File: src/hw/rtl/llsw_pkg.sv
`default_nettype none
// ----------------------------------------------------------------------------
// llsw_pkg: shared types and constants of the line link stop-and-wait engine
// Event codes, parser phases, front-to-back command record.
// ----------------------------------------------------------------------------
package llsw_pkg;

    localparam int LINE_MAX      = 128;
    localparam int HISTORY_DEPTH = 8;
    localparam int HIST_W        = $clog2(HISTORY_DEPTH);
    localparam int FILL_W        = $clog2(HISTORY_DEPTH + 1);
    localparam int LCNT_W        = $clog2(LINE_MAX);

    localparam logic [2:0] EV_ACK       = 3'd0;
    localparam logic [2:0] EV_DATA      = 3'd1;
    localparam logic [2:0] EV_OWN_ACK   = 3'd2;
    localparam logic [2:0] EV_ACK_IGN   = 3'd3;
    localparam logic [2:0] EV_MALFORMED = 3'd4;
    localparam logic [2:0] EV_UNRECOG   = 3'd5;
    localparam logic [2:0] EV_OVERFLOW  = 3'd6;

    localparam logic [1:0] REG_SEND_INTERVAL = 2'd0;
    localparam logic [1:0] REG_ACK_TIMEOUT   = 2'd1;
    localparam logic [1:0] REG_MIN_ENERGY    = 2'd2;
    localparam logic [1:0] REG_FALL_THRESH   = 2'd3;

    typedef enum logic [3:0] {
        PH_START, PH_A, PH_DATA_P, PH_ALARM_P, PH_ACK_P, PH_ID, PH_ID_END,
        PH_PAYLOAD, PH_E_INT, PH_E_FR1, PH_E_FR2, PH_E_DONE, PH_ACK_ID,
        PH_ACK_END, PH_JUNK
    } t_phase;

    // command kinds handed from the front end to the back end
    typedef enum logic [2:0] {
        CMD_TICK, CMD_DATA_LINE, CMD_ACK_LINE, CMD_MALFORMED, CMD_UNRECOG,
        CMD_OVERFLOW
    } t_cmd_kind;

    typedef struct packed {
        t_cmd_kind   kind;
        logic [31:0] id;
        logic        alarm;
        logic        has_energy;
        logic [15:0] energy;
        logic [13:0] local_energy;
    } t_cmd;

endpackage
`default_nettype wire

File: src/hw/rtl/llsw_front.sv
`default_nettype none
// ----------------------------------------------------------------------------
// llsw_front: byte parser
// Gathers bytes into lines, runs the prefix/id/energy parser, and hands
// one command per line end, overflow or tick to the back end.
// ----------------------------------------------------------------------------
module llsw_front import llsw_pkg::*; (
    input  wire logic        i_clk,
    input  wire logic        i_rst_n,
    input  wire logic        i_valid,
    output logic             o_ready,
    input  wire logic        i_req_type,
    input  wire logic [7:0]  i_rx_byte,
    input  wire logic [13:0] i_local_energy,
    output logic             o_cmd_valid,
    output t_cmd             o_cmd,
    input  wire logic        i_cmd_ready
);

    logic [LCNT_W-1:0] r_count, n_count;
    t_phase            r_phase, n_phase;
    logic [31:0]       r_id, n_id;
    logic [2:0]        r_tag, n_tag;
    logic [15:0]       r_energy, n_energy;
    logic              r_alarm, n_alarm;
    logic              r_cv;
    t_cmd              r_cmd, n_cmd;
    logic              n_emit;

    logic [7:0]  c;
    logic        dig;
    logic [3:0]  dv;
    logic [35:0] id_mul;
    logic [19:0] e_int;
    logic [16:0] e_add;

    assign o_ready     = !r_cv || i_cmd_ready;
    assign o_cmd_valid = r_cv;
    assign o_cmd       = r_cmd;

    function automatic logic [2:0] energy_search(logic [2:0] k, logic [7:0] ch);
        logic [7:0] t;
        unique case (k)
            3'd0: t = "E";
            3'd1: t = "N";
            3'd2: t = "E";
            3'd3: t = "R";
            3'd4: t = "G";
            3'd5: t = "Y";
            default: t = ":";
        endcase
        if (ch == t) return k + 3'd1;
        if (k == 3'd3 && ch == "N") return 3'd2;
        return (ch == "E") ? 3'd1 : 3'd0;
    endfunction

    always_comb begin
        c      = i_rx_byte;
        dig    = (c >= "0") && (c <= "9");
        dv     = 4'(c - 8'h30);
        id_mul = {4'd0, r_id} * 36'd10 + {32'd0, dv};
        e_int  = {4'd0, r_energy} * 20'd10 + 20'(dv) * 20'd100;
        e_add  = {1'b0, r_energy} + ((r_phase == PH_E_FR1) ? 17'(dv) * 17'd10 : 17'(dv));

        n_count  = r_count;
        n_phase  = r_phase;
        n_id     = r_id;
        n_tag    = r_tag;
        n_energy = r_energy;
        n_alarm  = r_alarm;
        n_emit   = 1'b0;
        n_cmd    = '0;
        n_cmd.local_energy = (i_local_energy > 14'd10000) ? 14'd10000 : i_local_energy;

        if (i_req_type) begin
            n_emit     = 1'b1;
            n_cmd.kind = CMD_TICK;
        end else if (c == 8'h0A) begin
            n_emit           = 1'b1;
            n_cmd.id         = r_id;
            n_cmd.alarm      = r_alarm;
            n_cmd.energy     = r_energy;
            n_cmd.has_energy = (r_phase >= PH_E_INT) && (r_phase <= PH_E_DONE);
            if (r_phase == PH_ID || r_phase == PH_ID_END)
                n_cmd.kind = CMD_MALFORMED;
            else if (r_phase >= PH_PAYLOAD && r_phase <= PH_E_DONE)
                n_cmd.kind = CMD_DATA_LINE;
            else if (r_phase == PH_ACK_ID || r_phase == PH_ACK_END)
                n_cmd.kind = CMD_ACK_LINE;
            else
                n_cmd.kind = CMD_UNRECOG;
            n_count = '0; n_phase = PH_START; n_id = '0; n_tag = '0;
            n_energy = '0; n_alarm = 1'b0;
        end else if (r_count >= LCNT_W'(LINE_MAX - 1)) begin
            n_emit     = 1'b1;
            n_cmd.kind = CMD_OVERFLOW;
            n_count = '0; n_phase = PH_START; n_id = '0; n_tag = '0;
            n_energy = '0; n_alarm = 1'b0;
        end else begin
            n_count = r_count + LCNT_W'(1);
            unique case (r_phase)
                PH_START: n_phase = (c == "D") ? PH_DATA_P : (c == "A") ? PH_A : PH_JUNK;
                PH_A:     n_phase = (c == "L") ? PH_ALARM_P : (c == "C") ? PH_ACK_P : PH_JUNK;
                PH_DATA_P: begin
                    if ((r_count == LCNT_W'(1) && c == "A") ||
                        (r_count == LCNT_W'(2) && c == "T") ||
                        (r_count == LCNT_W'(3) && c == "A")) begin
                    end else if (r_count == LCNT_W'(4) && c == "|") begin
                        n_phase = PH_ID; n_id = '0; n_alarm = 1'b0;
                    end else n_phase = PH_JUNK;
                end
                PH_ALARM_P: begin
                    if ((r_count == LCNT_W'(2) && c == "A") ||
                        (r_count == LCNT_W'(3) && c == "R") ||
                        (r_count == LCNT_W'(4) && c == "M")) begin
                    end else if (r_count == LCNT_W'(5) && c == "|") begin
                        n_phase = PH_ID; n_id = '0; n_alarm = 1'b1;
                    end else n_phase = PH_JUNK;
                end
                PH_ACK_P: begin
                    if (r_count == LCNT_W'(2) && c == "K") begin
                    end else if (r_count == LCNT_W'(3) && c == "|") begin
                        n_phase = PH_ACK_ID; n_id = '0;
                    end else n_phase = PH_JUNK;
                end
                PH_ID, PH_ID_END: begin
                    if (c == "|") begin
                        n_phase = PH_PAYLOAD; n_tag = '0;
                    end else if (r_phase == PH_ID && dig)
                        n_id = (|id_mul[35:32]) ? 32'hFFFF_FFFF : id_mul[31:0];
                    else n_phase = PH_ID_END;
                end
                PH_PAYLOAD: begin
                    n_tag = energy_search(r_tag, c);
                    if (n_tag == 3'd7) begin
                        n_phase = PH_E_INT; n_energy = '0; n_tag = '0;
                    end
                end
                PH_E_INT: begin
                    if (dig) n_energy = (|e_int[19:16]) ? 16'hFFFF : e_int[15:0];
                    else n_phase = (c == ".") ? PH_E_FR1 : PH_E_DONE;
                end
                PH_E_FR1: begin
                    if (dig) begin
                        n_energy = e_add[16] ? 16'hFFFF : e_add[15:0];
                        n_phase  = PH_E_FR2;
                    end else n_phase = PH_E_DONE;
                end
                PH_E_FR2: begin
                    if (dig) n_energy = e_add[16] ? 16'hFFFF : e_add[15:0];
                    n_phase = PH_E_DONE;
                end
                PH_ACK_ID: begin
                    if (dig) n_id = (|id_mul[35:32]) ? 32'hFFFF_FFFF : id_mul[31:0];
                    else n_phase = PH_ACK_END;
                end
                default: ;
            endcase
        end
    end

    always_ff @(posedge i_clk) begin
        if (!i_rst_n) begin
            r_count <= '0; r_phase <= PH_START; r_id <= '0; r_tag <= '0;
            r_energy <= '0; r_alarm <= 1'b0; r_cv <= 1'b0;
        end else begin
            if (i_valid && o_ready) begin
                r_count <= n_count; r_phase <= n_phase; r_id <= n_id;
                r_tag <= n_tag; r_energy <= n_energy; r_alarm <= n_alarm;
                r_cv  <= n_emit;
                if (n_emit) r_cmd <= n_cmd;
            end else if (i_cmd_ready) begin
                r_cv <= 1'b0;
            end
        end
    end

endmodule
`default_nettype wire

File: src/hw/rtl/llsw_back.sv
`default_nettype none
// ----------------------------------------------------------------------------
// llsw_back: link engine
// Takes one command at a time: history compare in S_CMP, then commit and
// result in S_EXEC. Holds history, remote energy, own id and tick counters.
// ----------------------------------------------------------------------------
module llsw_back import llsw_pkg::*; (
    input  wire logic        i_clk,
    input  wire logic        i_rst_n,
    input  wire logic        i_cmd_valid,
    output logic             o_cmd_ready,
    input  wire t_cmd        i_cmd,
    input  wire logic        i_cfg_we,
    input  wire logic [1:0]  i_cfg_idx,
    input  wire logic [15:0] i_cfg_data,
    output logic             o_valid,
    input  wire logic        i_ready,
    output logic [58:0]      o_data
);

    typedef enum logic { S_CMP, S_EXEC } t_state;

    t_state r_state;
    logic [15:0] r_interval, r_timeout;
    logic [13:0] r_min_e, r_fall;
    logic [31:0] r_hist [HISTORY_DEPTH];
    logic [FILL_W-1:0] r_fill;
    logic [HIST_W-1:0] r_slot;
    logic r_known, r_await, r_dup, r_ov;
    logic [15:0] r_renergy, r_rel, r_snd;
    logic signed [16:0] r_trend;
    logic [31:0] r_own;
    logic [58:0] r_od;
    t_cmd r_cmd;

    logic hit;
    logic [15:0] rel_inc, snd_inc;
    logic fav;

    assign o_cmd_ready = (r_state == S_CMP) && !r_ov;
    assign o_valid     = r_ov;
    assign o_data      = r_od;

    always_comb begin
        hit = 1'b0;
        for (int i = 0; i < HISTORY_DEPTH; i++)
            if (FILL_W'(i) < r_fill && r_hist[i] == i_cmd.id) hit = 1'b1;
        rel_inc = (r_rel == 16'hFFFF) ? r_rel : r_rel + 16'd1;
        snd_inc = (r_snd == 16'hFFFF) ? r_snd : r_snd + 16'd1;
        fav = 1'b1;
        if (r_cmd.local_energy < r_min_e) fav = 1'b0;
        else if (r_known && r_renergy < {2'b0, r_min_e} &&
                 r_trend < -$signed({3'b0, r_fall})) fav = 1'b0;
    end

    // result packing: event (low bits, goes to tuser), then id, alarm, dup,
    // retry, energy
    function automatic logic [58:0] pack(logic [2:0] ev, logic [31:0] id, logic al,
                                         logic dp, logic rt, logic [13:0] en);
        return {7'd0, en, rt, dp, al, id, ev};
    endfunction

    always_ff @(posedge i_clk) begin
        if (!i_rst_n) begin
            r_state <= S_CMP; r_interval <= 16'd2000; r_timeout <= 16'd1000;
            r_min_e <= 14'd2000; r_fall <= 14'd100; r_fill <= '0; r_slot <= '0;
            r_known <= 1'b0; r_await <= 1'b0; r_ov <= 1'b0; r_renergy <= '0;
            r_rel <= '0; r_snd <= '0; r_trend <= '0; r_own <= '0;
        end else begin
            if (i_cfg_we) begin
                unique case (i_cfg_idx)
                    REG_SEND_INTERVAL: r_interval <= i_cfg_data;
                    REG_ACK_TIMEOUT:   r_timeout  <= i_cfg_data;
                    REG_MIN_ENERGY:    r_min_e    <= i_cfg_data[13:0];
                    REG_FALL_THRESH:   r_fall     <= i_cfg_data[13:0];
                endcase
            end
            if (r_ov && i_ready) r_ov <= 1'b0;
            unique case (r_state)
                S_CMP: if (i_cmd_valid && o_cmd_ready) begin
                    r_cmd <= i_cmd; r_dup <= hit; r_state <= S_EXEC;
                end
                S_EXEC: begin
                    r_state <= S_CMP;
                    unique case (r_cmd.kind)
                        CMD_TICK: begin
                            r_rel <= rel_inc;
                            if (!r_await) begin
                                if (rel_inc >= r_interval && fav) begin
                                    r_await <= 1'b1; r_snd <= '0; r_ov <= 1'b1;
                                    r_od <= pack(EV_DATA, r_own, 1'b0, 1'b0, 1'b0,
                                                 r_cmd.local_energy);
                                end else r_snd <= snd_inc;
                            end else if (snd_inc >= r_timeout) begin
                                r_snd <= '0; r_ov <= 1'b1;
                                r_od <= pack(EV_DATA, r_own, 1'b0, 1'b0, 1'b1,
                                             r_cmd.local_energy);
                            end else r_snd <= snd_inc;
                        end
                        CMD_DATA_LINE: begin
                            r_ov <= 1'b1;
                            r_od <= pack(EV_ACK, r_cmd.id, r_cmd.alarm, r_dup, 1'b0, 14'd0);
                            if (!r_dup) begin
                                if (r_cmd.has_energy) begin
                                    if (r_known)
                                        r_trend <= $signed({1'b0, r_cmd.energy}) -
                                                   $signed({1'b0, r_renergy});
                                    r_renergy <= r_cmd.energy; r_known <= 1'b1;
                                end
                                r_hist[r_slot] <= r_cmd.id;
                                r_slot <= (r_slot == HIST_W'(HISTORY_DEPTH - 1)) ?
                                          '0 : r_slot + HIST_W'(1);
                                if (r_fill < FILL_W'(HISTORY_DEPTH))
                                    r_fill <= r_fill + FILL_W'(1);
                            end
                        end
                        CMD_ACK_LINE: begin
                            r_ov <= 1'b1;
                            if (r_await && r_cmd.id == r_own) begin
                                r_own <= r_own + 32'd1; r_await <= 1'b0; r_rel <= '0;
                                r_od <= pack(EV_OWN_ACK, r_cmd.id, 1'b0, 1'b0, 1'b0, 14'd0);
                            end else
                                r_od <= pack(EV_ACK_IGN, r_cmd.id, 1'b0, 1'b0, 1'b0, 14'd0);
                        end
                        CMD_MALFORMED: begin
                            r_ov <= 1'b1;
                            r_od <= pack(EV_MALFORMED, 32'd0, 1'b0, 1'b0, 1'b0, 14'd0);
                        end
                        CMD_OVERFLOW: begin
                            r_ov <= 1'b1;
                            r_od <= pack(EV_OVERFLOW, 32'd0, 1'b0, 1'b0, 1'b0, 14'd0);
                        end
                        default: begin
                            r_ov <= 1'b1;
                            r_od <= pack(EV_UNRECOG, 32'd0, 1'b0, 1'b0, 1'b0, 14'd0);
                        end
                    endcase
                end
            endcase
        end
    end

endmodule
`default_nettype wire

File: src/hw/rtl/line_link_stop_and_wait_engine_unit.sv
`default_nettype none
// ----------------------------------------------------------------------------
// line_link_stop_and_wait_engine_unit: line-based stop-and-wait link engine
// Parses received text lines and millisecond ticks; answers data lines,
// releases own packets on ack, and schedules own sends and retries.
// ----------------------------------------------------------------------------
// channel  dir  payload
// s_axis   in   tdata[7:0] rx_byte, [21:8] local_energy; tuser req_type
// m_axis   out  tdata[31:0] packet_id, [32] is_alarm, [33] duplicate,
//               [34] is_retry, [48:35] energy_report; tuser[2:0] event_res
// cfg      in   we, idx[1:0], data[15:0]
//
// Bytes with no result are taken every cycle unless a command waits untaken.
// A line end, overflow or tick becomes a command in a one-deep register; the
// engine compares the history as it takes a command and commits in the next
// cycle; a result then waits for its m_axis transfer before the next command
// is taken. Synchronous active-low reset; the history needs no clearing pass.
// A stalled m_axis holds the engine; the parser keeps taking bytes until
// its command register is full.
// ----------------------------------------------------------------------------
module line_link_stop_and_wait_engine_unit import llsw_pkg::*; (
    input  wire logic        i_clk,
    input  wire logic        i_rst_n,
    input  wire logic        s_axis_tvalid,
    output logic             s_axis_tready,
    input  wire logic [23:0] s_axis_tdata,   // rx_byte, local_energy
    input  wire logic        s_axis_tuser,   // req_type
    output logic             m_axis_tvalid,
    input  wire logic        m_axis_tready,
    output logic [55:0]      m_axis_tdata,   // packet_id, is_alarm, duplicate,
                                             // is_retry, energy_report
    output logic [2:0]       m_axis_tuser,   // event_res
    input  wire logic        i_cfg_we,
    input  wire logic [1:0]  i_cfg_idx,
    input  wire logic [15:0] i_cfg_data
);

    logic cmd_valid, cmd_ready;
    t_cmd cmd;
    logic [58:0] od;

    llsw_front u_front (
        .i_clk, .i_rst_n,
        .i_valid(s_axis_tvalid), .o_ready(s_axis_tready),
        .i_req_type(s_axis_tuser), .i_rx_byte(s_axis_tdata[7:0]),
        .i_local_energy(s_axis_tdata[21:8]),
        .o_cmd_valid(cmd_valid), .o_cmd(cmd), .i_cmd_ready(cmd_ready)
    );

    llsw_back u_back (
        .i_clk, .i_rst_n,
        .i_cmd_valid(cmd_valid), .o_cmd_ready(cmd_ready), .i_cmd(cmd),
        .i_cfg_we, .i_cfg_idx, .i_cfg_data,
        .o_valid(m_axis_tvalid), .i_ready(m_axis_tready), .o_data(od)
    );

    assign m_axis_tuser = od[2:0];
    assign m_axis_tdata = od[58:3];

endmodule
`default_nettype wire

File: config.mk
export PLATFORM = sky130hd
export DESIGN_NAME = line_link_stop_and_wait_engine_unit
export DESIGN_NICKNAME = d
export VERILOG_FILES = /design/src/hw/rtl/llsw_pkg.sv /design/src/hw/rtl/llsw_front.sv /design/src/hw/rtl/llsw_back.sv /design/src/hw/rtl/line_link_stop_and_wait_engine_unit.sv
export SDC_FILE = /design/constraint.sdc
export NUM_CORES = 2
export LEC_CHECK = 0
export ABC_AREA = 1
export BUFFER_PORTS_ARGS = -buffer_cell sky130_fd_sc_hd__buf_2
export CAP_MARGIN = 30
export CORE_MARGIN = 1
export CORE_UTILIZATION = 60
export DETAILED_ROUTE_END_ITERATION = 6
export PLACE_DENSITY = 0.8
export SYNTH_ARGS = -nofsm -noshare
export SYNTH_HDL_FRONTEND = slang
export SYNTH_SLANG_ARGS = --single-unit
File: constraint.sdc
create_clock -name i_clk -period 12.27 [get_ports i_clk]
set_input_delay 0.6135 -clock i_clk [delete_from_list [all_inputs] [get_ports i_clk]]
set_output_delay 0.6135 -clock i_clk [all_outputs]
set_load 0.02 [all_outputs]
==> impl_metrics.tcl <==
set metrics [dict create \
    worst_pin_slew_ns 1.028 \
    busiest_layer "met2" \
    crit_buf_inv 6 \
    initial_utilization_pct 61.14 \
    worst_clock_skew_ns 0.02285 \
    core_sq_mm 0.06354 \
    drtIter0Drc 3286 \
    gp_congestion 0.9746 \
    synth_area_leaders "edfxtp_1 34%, dfxtp_1 12%, nand2_1 9.1%" \
    critical_path_class "flop to flop" \
    critPathTopFamily "simple AND/OR/NAND/NOR gates" \
    leakagePower_nw 17.52 \
    outcome "completed" \
    die_w_um 256.5 \
    fin_util_pct 67.05 \
    yosys_warnings 0 \
    die_h_um 256.5 \
    synth-edff-count 443 \
    clk_latency_ns 0.61 \
    synth-main-ff-cell "edfxtp_1" \
    root_buffer "clkbuf_16" \
    synth_cell_type_count 68 \
    crit_fanout 47 \
    max_cap_violations 0 \
    drc_errors 0 \
    rsz0062_at_grt "false" \
    place_area_sq_mm 0.04024 \
    ctsResizeCount 0 \
    globalRouteMet1Util_pct 42.03 \
    arrival_ns 4.91 \
    hp-class "input pin to flop" \
    numClockSinks 675 \
    synth.cell_area_sq_mm 0.03885 \
    grt_pass1_wl_mm 162.1 \
    antenna_found_initial 3 \
    setup_tns_ns 0 \
    ctsHoldBuffers 0 \
    post-route-period-util_pct 37.28 \
    setup_ws_ns 7.696 \
    wl_per_cell_um 18.84 \
    grt_pass1_vias 29820 \
    hold_viol 0 \
    yosysMostFrequentCell "nand2_1" \
    die-area_sq_mm 0.06577 \
    fin_area_sq_mm 0.04261 \
    hpwl_mm 75.12 \
    async_flop_share_pct 0 \
    pin_count 109 \
    first_pass_iters 6 \
    start_kind "flop" \
    pre_cts_ws_ns 7.578 \
    grt_max_degree 72 \
    htree_levels 3 \
    synthDominantCellAreaShare_pct 34.24 \
    slew_viol_final 0 \
    cts_tree "built" \
    areaGrowthSynthToFinish_pct 9.679 \
    max_freq_ghz 0.2186 \
    setup_violations 0 \
    slowest_stage "dfxtp_1" \
    gr-usage-met3_pct 4.102 \
    via_per_inst 5.743 \
    postSynthAreaPerCell_sq_um 8.612 \
    ys_top_cells_by_count "946 x nand2_1, 582 x inv_1, 443 x edfxtp_1, 391 x nor2_1, 274 x a21oi_1" \
    worstPathRequired_ns 12.61 \
    powerDensity_mw_per_mm2 114.0 \
    nFillCells 5019 \
    post-cts-setup-buffers 0 \
    max_slew_margin_pct 31.32 \
    numCtsBuffers 70 \
    post-route-min-period_ns 4.574 \
    io_buffers 99 \
    ys_ff_latch 675 \
    rows 92 \
    endpoint_kind "flop" \
    irDropWorstVdd_v 0.00009906 \
    yosysSeqAreaShare_pct 46.20 \
    cpMostUsedCell "nand2_1" \
    ant_nets 0 \
    grt_use_total_pct 31.16 \
    diodes 0 \
    synth_top_area_cell "edfxtp_1" \
    final_nets 4888 \
    clk_pin_slew_worst_paths_ns 0.06 \
    netlist_instances 4511 \
    p_total_mw 4.858 \
    slowest_delay_ns 0.39 \
    gr-total-overflow 0 \
    grtUsageMet2_pct 50.92 \
    vias 31590 \
    ctsLongestPathBuffers 3 \
    routed_wl_mm 103.6 \
    drive_gt1_share_pct 10.06 \
]
-- placed cells by master (no fill, tap or decap), types with 31 or more instances in the layout --
cell type	count
a21oi_1	274
a21oi_2	31
buf_2	99
buf_4	35
clkbuf_16	73
dfxtp_1	232
edfxtp_1	443
ha_1	234
inv_1	581
nand2_1	946
nand2_2	48
nand3_1	185
nand3_2	33
nand4_1	68
nor2_1	387
nor3_1	74
nor4_1	51
o21ai_0	185
o22ai_1	32
or2_2	42
xnor2_1	119
xor2_1	167
-- stage by stage --
| step | std cells | hold WS (ns) |
|---|---|---|
| finish | 5500 | 0.2431 |
| global route | 5500 | 0.2504 |
| CTS | 5498 | 0.2149 |
| detailed placement | 5370 | 0.4045 |
| global placement | 5366 | 0.4003 |
| floorplan | 4517 | 0.4003 |
-- worst paths after layout --
check	from	end	slack (ns)	cells after the start
setup reg to reg	u_back.r_snd[0]	u_back.o_data[21]	7.70	25
hold / removal	m_axis_tready	u_back.o_valid	0.24	2
setup / recovery	u_back.r_snd[0]	u_back.o_data[21]	7.70	25
hold reg to reg	u_front.o_cmd[22]	u_back.r_cmd[22]	0.42	0
-- registers in the layout, indices dropped and copies added, names as in the netlist, 7 cells and up --
| signal | count |
|---|---|
| u_back.r_trend | 17 |
| u_back.o_data | 52 |
| u_back.r_interval | 16 |
| u_back.r_cmd | 67 |
| u_front.r_count | 7 |
| u_back.r_rel | 16 |
| u_back.r_snd | 16 |
| u_front.o_cmd | 67 |
| u_back.r_renergy | 16 |
| u_back.r_fall | 14 |
| u_back.r_timeout | 16 |
| u_back.r_min_e | 14 |
| u_back.r_hist | 256 |
| u_front.r_energy | 16 |
| u_back.r_own | 32 |
| u_front.r_id | 32 |
-- power breakdown --
group	internal, mW	switching [mW]
Sequential	2.43	0.0316
Combinational	0.0720	0.149
Clock	1.28	0.898
-- logic make-up (layout without fill, tap and decap cells) --
group / Yosys count / count (layout) / synth area share (%)
flops: 675 / 675 / 46.20
compound gates: 661 / 661 / 9.985
xor+xnor: 289 / 289 / 6.574
simple gates: 1899 / 1899 / 21.83
buf+inv: 744 / 881 / 7.453
other cells: 1 / 7 / 0.009653
fa+ha+maj: 242 / 242 / 7.949
-- area by class of cell --
class	instances	area, sq um	share of cell area, %
tap	846	1059	2.484
timing repair buffer	140	869.6	2.041
clock buffer	90	1911	4.484
multi-input combinational	3098	18090	42.46
sequential	675	17950	42.12
clock inverter	38	425.4	0.9984
inverter	613	2303	5.406
-- metal layers --
| metal | up-vias | share of wire (%) |
|---|---|---|
| met5 | - | 0.026 |
| met1 | 14640 | 41 |
| met2 | 1426 | 46 |
| met3 | 267 | 8.6 |
| li1 | 15250 | - |
| met4 | 4 | 4.0 |
Note: power is estimated with default switching activity, not from simulation.
